$ cat src/rtl/core/psd_pkg.sv
// ----------------------------------------------------------------------------
// psd_pkg
// shared widths, types and helpers of the point to segment distance unit
// ----------------------------------------------------------------------------
`default_nettype none
package psd_pkg;
  localparam int COORD_W   = 24;
  localparam int FRAC_BITS = 16;
  localparam int T_BITS    = 32;
  localparam int DIFF_W    = COORD_W + 1;
  localparam int MAG_W     = DIFF_W;
  localparam int PROD_W    = 2 * MAG_W;
  localparam int LSQ_W     = PROD_W + 1;
  localparam int REM_W     = LSQ_W + 1;
  localparam int P_W       = T_BITS + MAG_W;
  localparam int E_W       = DIFF_W + 1;
  localparam int SQ_W      = 2 * E_W;
  localparam int D2_W      = SQ_W + 1;
  localparam int RT_W      = (D2_W + 1) / 2;
  localparam int SR_W      = 2 * RT_W;
  localparam int RR_W      = RT_W + 2;
  localparam int OUT_W     = COORD_W + 1;

  typedef enum logic [1:0] {
    MODE_START,
    MODE_END,
    MODE_INTERIOR
  } mode_t;

  typedef struct packed {
    logic signed [DIFF_W-1:0] rx;
    logic signed [DIFF_W-1:0] ry;
    logic signed [DIFF_W-1:0] dx;
    logic signed [DIFF_W-1:0] dy;
    mode_t                    mode;
  } geo_t;

  // floor(1e-12 * 2^(2f))
  function automatic logic [63:0] tiny_len_sq(input int f);
    logic [63:0] v;
    case (f)
      20: v = 64'd1;
      21: v = 64'd4;
      22: v = 64'd17;
      23: v = 64'd70;
      24: v = 64'd281;
      25: v = 64'd1125;
      26: v = 64'd4503;
      27: v = 64'd18014;
      28: v = 64'd72057;
      29: v = 64'd288230;
      30: v = 64'd1152921;
      31: v = 64'd4611686;
      default: v = 64'd0;
    endcase
    return v;
  endfunction

  localparam logic [LSQ_W-1:0] TINY_LSQ = LSQ_W'(tiny_len_sq(FRAC_BITS));

  function automatic logic [MAG_W-1:0] mag_d(input logic signed [DIFF_W-1:0] v);
    logic [DIFF_W-1:0] u;
    u = v[DIFF_W-1] ? DIFF_W'(-v) : DIFF_W'(v);
    return MAG_W'(u);
  endfunction

  function automatic logic [E_W-1:0] mag_e(input logic signed [E_W-1:0] v);
    return v[E_W-1] ? E_W'(-v) : E_W'(v);
  endfunction
endpackage
`default_nettype wire

$ cat src/rtl/core/psd_isqrt.sv
// ----------------------------------------------------------------------------
// psd_isqrt
// digit-by-digit integer square root, one root bit per stage, rounded down
// ----------------------------------------------------------------------------
`default_nettype none
module psd_isqrt (
  input  wire logic                         clk,
  input  wire logic                         rst_n,
  input  wire logic                         en,
  input  wire logic                         vld_i,
  input  wire logic [psd_pkg::D2_W-1:0]     d2_i,
  output logic                              vld_o,
  output logic [psd_pkg::RT_W-1:0]          root_o
);
  import psd_pkg::*;

  logic [RT_W-1:0] vld_r;
  logic [SR_W-1:0] n_r   [RT_W];
  logic [RR_W-1:0] rem_r [RT_W];
  logic [RT_W-1:0] rt_r  [RT_W];

  for (genvar i = 0; i < RT_W; i++) begin : g_stage
    logic            v_in;
    logic [SR_W-1:0] n_in;
    logic [RR_W-1:0] r_in, r_sh, trial;
    logic [RT_W-1:0] q_in;

    if (i == 0) begin : g_first
      assign v_in = vld_i;
      assign n_in = SR_W'(d2_i);
      assign r_in = '0;
      assign q_in = '0;
    end else begin : g_next
      assign v_in = vld_r[i-1];
      assign n_in = n_r[i-1];
      assign r_in = rem_r[i-1];
      assign q_in = rt_r[i-1];
    end

    assign r_sh  = {r_in[RR_W-3:0], n_in[SR_W-1 -: 2]};
    assign trial = {q_in, 2'b01};

    always_ff @(posedge clk) begin
      if (!rst_n) begin
        vld_r[i] <= 1'b0;
      end else if (en) begin
        vld_r[i] <= v_in;
      end
    end

    always_ff @(posedge clk) begin
      if (en) begin
        n_r[i] <= {n_in[SR_W-3:0], 2'b00};
        if (r_sh >= trial) begin
          rem_r[i] <= r_sh - trial;
          rt_r[i]  <= {q_in[RT_W-2:0], 1'b1};
        end else begin
          rem_r[i] <= r_sh;
          rt_r[i]  <= {q_in[RT_W-2:0], 1'b0};
        end
      end
    end
  end

  assign vld_o  = vld_r[RT_W-1];
  assign root_o = rt_r[RT_W-1];
endmodule
`default_nettype wire

$ cat config.mk
export PLATFORM = sky130hd
export DESIGN_NAME = psd_isqrt
export DESIGN_NICKNAME = d
export VERILOG_FILES = /design/src/rtl/core/psd_pkg.sv /design/src/rtl/core/psd_isqrt.sv
export SDC_FILE = /design/constraint.sdc
export NUM_CORES = 2
export LEC_CHECK = 0
export BUFFER_PORTS_ARGS = -buffer_cell sky130_fd_sc_hd__clkbuf_2
export CAP_MARGIN = 15
export CORE_AREA = 2 2 394 357
export CTS_BUF_LIST = sky130_fd_sc_hd__clkbuf_2 sky130_fd_sc_hd__clkbuf_4 sky130_fd_sc_hd__clkbuf_8
export CTS_CLUSTER_DIAMETER = 30
export CTS_CLUSTER_SIZE = 24
export DETAILED_ROUTE_END_ITERATION = 16
export DIE_AREA = 0 0 396 359
export HOLD_SLACK_MARGIN = 0.12
export PLACE_DENSITY_LB_ADDON = 0.1
export SKIP_LAST_GASP = 1
export SLEW_MARGIN = 20
export SYNTH_ARGS = -nofsm -noshare
export SYNTH_HDL_FRONTEND = slang
export SYNTH_SLANG_ARGS = --single-unit
export TNS_END_PERCENT = 30
$ cat constraint.sdc
create_clock -name clk -period 7.8 [get_ports clk]
set_clock_uncertainty 0.15 [all_clocks]
set_input_delay 0.78 -clock clk [delete_from_list [all_inputs] [get_ports clk]]
set_output_delay 0.78 -clock clk [all_outputs]
set_load 0.02 [all_outputs]
Yosys cells after proc, flatten, opt, wreduce, memory -nomap -nowiden
Memories as Yosys holds them, arrays and structs flattened.
Cells that the tools add are included.
W data, S select, Z words.
Word-level totals
  output and inout bits: 28
  flip-flop bits (word level): 27
  logic and storage cells: 356
  memories: 3
  memory bits (writable): 2916
  input port bits: 57
Cells by class
  magnitude comparators: 27
  bitwise logic cells: 54
  muxes and demuxes: 218
  add/subtract/negate cells: 27
Memories
  n_r: words 27, width 52, read ports 26, clocked after memory_dff 0, wr ports 27, RTL line psd_isqrt.sv:18  | logic [SR_W-1:0] n_r [RT_W];
  rem_r: words 27, width 29, read ports 26, clocked after memory_dff 0, wr ports 27, RTL line psd_isqrt.sv:19  | logic [RR_W-1:0] rem_r [RT_W];
  rt_r: words 27, width 27, read ports 27, clocked after memory_dff 0, wr ports 27, RTL line psd_isqrt.sv:20  | logic [RT_W-1:0] rt_r [RT_W];
Operator list (count)
  $mux W29: 27
  $ge A29 B29 Y1: 26
  $sub A29 B29 Y29: 26
  $mux W27: 27
  $mux W1: 164
  $or A1 B1 Y1: 54
  $sub A1 B1 Y2 const B: 1
  $ge A1 B1 Y1 const B: 1

Logic depth before layout (Yosys ltp)
An unclocked memory read counts as a cell.
  word-level depth: 6
  gate-level depth with buffers: 13

Least setup slack after synthesis
No wires, ideal clock.
  kind: input to register
  from: in en
  to: mem rem_r[1][261] in the netlist's numbering, enable pin
  setup slack: 4.039 ns
  stages: 5
  data arrival time: 3.182 ns
  data required time: 7.221 ns
  library setup time: 0.429 ns
  cell sequence: clkbuf_1 > buf_2 > clkbuf_1 > clkbuf_1 > clkbuf_1
RTL lines
  from (decl): RTL line psd_isqrt.sv:9  | input wire logic en,
  to (decl): RTL line psd_isqrt.sv:19

==> results.md <==
- Status: finished, final reports clean
- Commonest cells in the synthesized netlist: edfxtp_1 (1,739), inv_1 (517), nand2_1 (429)
- Max VDD drop: 0.221 mV
- Max cap viols: 0
- Buffer depth of the longest clock path: 4
- Reg-to-reg endpoint: rem_r[1][194]
- Nature of the critical path endpoint: register
- Final #Nets: 7,242
- Total CTS buffers: roughly 360
- Flop-to-flop setup slack: about 3.7 ns
- Fillers: 9,991
- Core area: 138,000 um^2
- Clock Sink Count: between 1,500 and 2,000
- Max Clock Freq: 227 MHz
- CP Data Required Time: 8.37 ns
- Critical path arrival: 4.98 ns
- Yosys top cell by area: edfxtp_1
- Die area: 142,000 um^2
- CP endpoint: rem_r[0][212]
- Initial detailed-routing violation count: 4,094
- Synth-to-Final Area Change: 13.4%
- Register Area: roughly 53,000 um^2
- RSZ-0062 raised after global routing: no
- Final Hold Viols: 0
- Leakage: 36.0 nW
- Inst Count DP: 8,211
- End-of-flow core utilization: 67.6%
- Tot Pwr: 28.7 mW
- Setup TNS: 0 ns
- Buffers on Ports: 84
- Syn nets: 6,850
- Fin. max-slew vios: 0
- WHS: 0.245 ns
- Yosys warnings: 0
- Standard-cell rows: 130
- Largest net degree at the start of global routing: around 190
- Post-Syn Area per Cell: 12.9 um^2
- Initial antenna violation count: 8
- Hpwl dp: 115 mm
- Global-route wire length before repair: 260 mm
- Residual DRC: 0
- Layout cell share with drive strength beyond 1: between 10 and 15%
- DR WL/cell: 18.5 um
- CP cell instances: dlygate4sd3_1 -> buf_12 -> buf_4 -> nor4b_1 -> o31ai_1 -> nor4_2 -> nand4_1 -> nor3b_1 -> xor2_1
- CP max FO: 84
- R2R cell count: 10
- Library cells used by synthesis: 94
- Period utilization: a little under three fifths
- H-tree depth reported by CTS: 5
- FF-to-FF Start: rt_r[1][135]
- Die Wd: ~400 um
- Synth top area cells: edfxtp_1 (63%), ha_1 (6.1%), xnor2_1 (3.3%)
- Syn Inst Count: about 6,400
- Clock Root Buffer: clkbuf_8
- Routed WL: 164 mm
- Post-synth EDFFs: 1,739
- Grt total ovfl: 0
- Seq/Total Area, Yosys: 64.0%
- CTS clk-pin slew, worst paths: roughly 0.06 ns
- Area of the multi-input gates: 27,200 um^2
- DR vias/cell: 5.65
- Syn Std Cell Area: 82,500 um^2
- Critical path class: input pin to register
- GRT Util Overall: 22.9%
- Initial Utilization: 59.6%
- Cell with the most instances after synthesis: edfxtp_1
- Async set-reset flop share out of synthesis: 0%
- Fin cells: 8,912
- Clock Latency Late Sink: 1.02 ns
- Io pins: 85
- Worst Setup Start Kind: input pin
- Final ANT Viol Nets: 0
- Routability cong.: 0.860
- Post-cts sizing count: 0
- Synth Register Bits: 1,767
- Worst-Margin Slew: around 1.1 ns
- P per Cell Area: 307 nW/um^2
- Post-synth top area share: between 60% and 70%
- CP startpoint: en
- Max incr delay on CP: 0.85 ns
- Tmin final: 4.41 ns
- TritonCTS clock tree: done
- Hold Crit Class: register to register
- Die Ht: about 360 um
- Via Count: approximately 50,000
- Slowest stage cell, crit path: buf_4
- Synth Flop Type: edfxtp_1
- Vias in the first global route: roughly 48,000
- Drt pass-1 iters: 6
- Slew headroom: between 20 and 30%
- # setup viols final: 0
-- kinds of logic (layout without fill, tap and decap cells) --
group | after synthesis | in the layout | share of synthesized area, %
DFF | 1767 | 1767 | 64.0
and+or+nand+nor | 1670 | 1670 | 10.4
AOI/OAI and AO/OA | 1266 | 1266 | 9.64
buffers and inverters | 668 | 1339 | 3.07
xor gates and xnor gates | 518 | 518 | 5.50
adders and majority gates | 405 | 405 | 6.15
muxes | 94 | 94 | 1.26
other | 0 | 5 | 0
-- flip-flops by register name, indices dropped and copies added, names as in the netlist --
name,cells
n_r,702
rem_r,660
rt_r,378
g_stage.v_in,26
vld_o,1
-- worst max-delay path: cells and delay by family --
| family | cells | cell delay, ns |
|---|---|---|
| XOR/XNOR | 1 | 0.15 |
| AND/OR/NAND/NOR | 4 | 1.86 |
| AO/OA/AOI/OAI | 1 | 0.17 |
| buffers and inverters | 3 | 1.78 |
-- metrics by stage --
step           area [um^2]  setup slack [ns]
2_1_floorplan        82500              4.04
3_3_place_gp         85000              3.23
3_5_place_dp         85000              3.16
4_1_cts              93500              3.62
5_1_grt              93500              3.19
6_report             93500              3.39
-- power breakdown --
part / internal (mW) / switching [mW] / total [mW]
Clock: 6.01 / 4.38 / 10.4
Sequential: 12.0 / 0.790 / 12.8
Combinational: 2.34 / 3.20 / 5.54
-- placed cells by master, fill, tap and decap left out, types with 119 or more instances in the layout --
cell / n
nand3_1: 119
o21ai_0: 344
nand2_1: 429
ha_1: 405
nor3_1: 163
inv_1: 517
edfxtp_1: 1739
nor2_1: 338
a21oi_1: 353
a21o_1: 138
xnor2_1: 310
clkbuf_8: 362
xor2_1: 208
-- metal layers --
layer | wire (um) | vias to the layer above | GRT usage, %
met5 | 0 | - | 0
met4 | 4060 | 0 | 7.57
met3 | 8690 | 330 | 3.90
met2 | 73700 | 1288 | 34.6
met1 | 78100 | 24100 | 34.0
li1 | - | 24600 | -
-- repair_timing --
action,in CTS,in global routing
endpoints found under the hold margin,129,0
buffers inserted,0,0
hold buffers,58,0
-- how the worst min path moves through the flow --
stage	startpoint	endpoint	cells after the start
floorplan	n_r[0][46]	n_r[0][100]	0
global placement	n_r[0][388]	n_r[0][442]	0
detailed placement	n_r[0][112]	n_r[0][166]	0
CTS	d2_i[40]	n_r[0][40]	2
global route	d2_i[36]	n_r[0][36]	2
finish	n_r[1][302]	n_r[1][356]	0
-- area by class of cell --
| type | instances | area share, % |
|---|---|---|
| clock buffers | 398 | 5.62 |
| repair buffers | 180 | 1.44 |
| inverters | 522 | 2.09 |
| multi-input cells | 3953 | 29.1 |
| clock inverters | 239 | 2.87 |
| well taps | 1848 | 2.47 |
| flip-flops and latches | 1767 | 56.4 |
| diodes | 5 | 0.0134 |
Power figures use the tool's default switching activity.
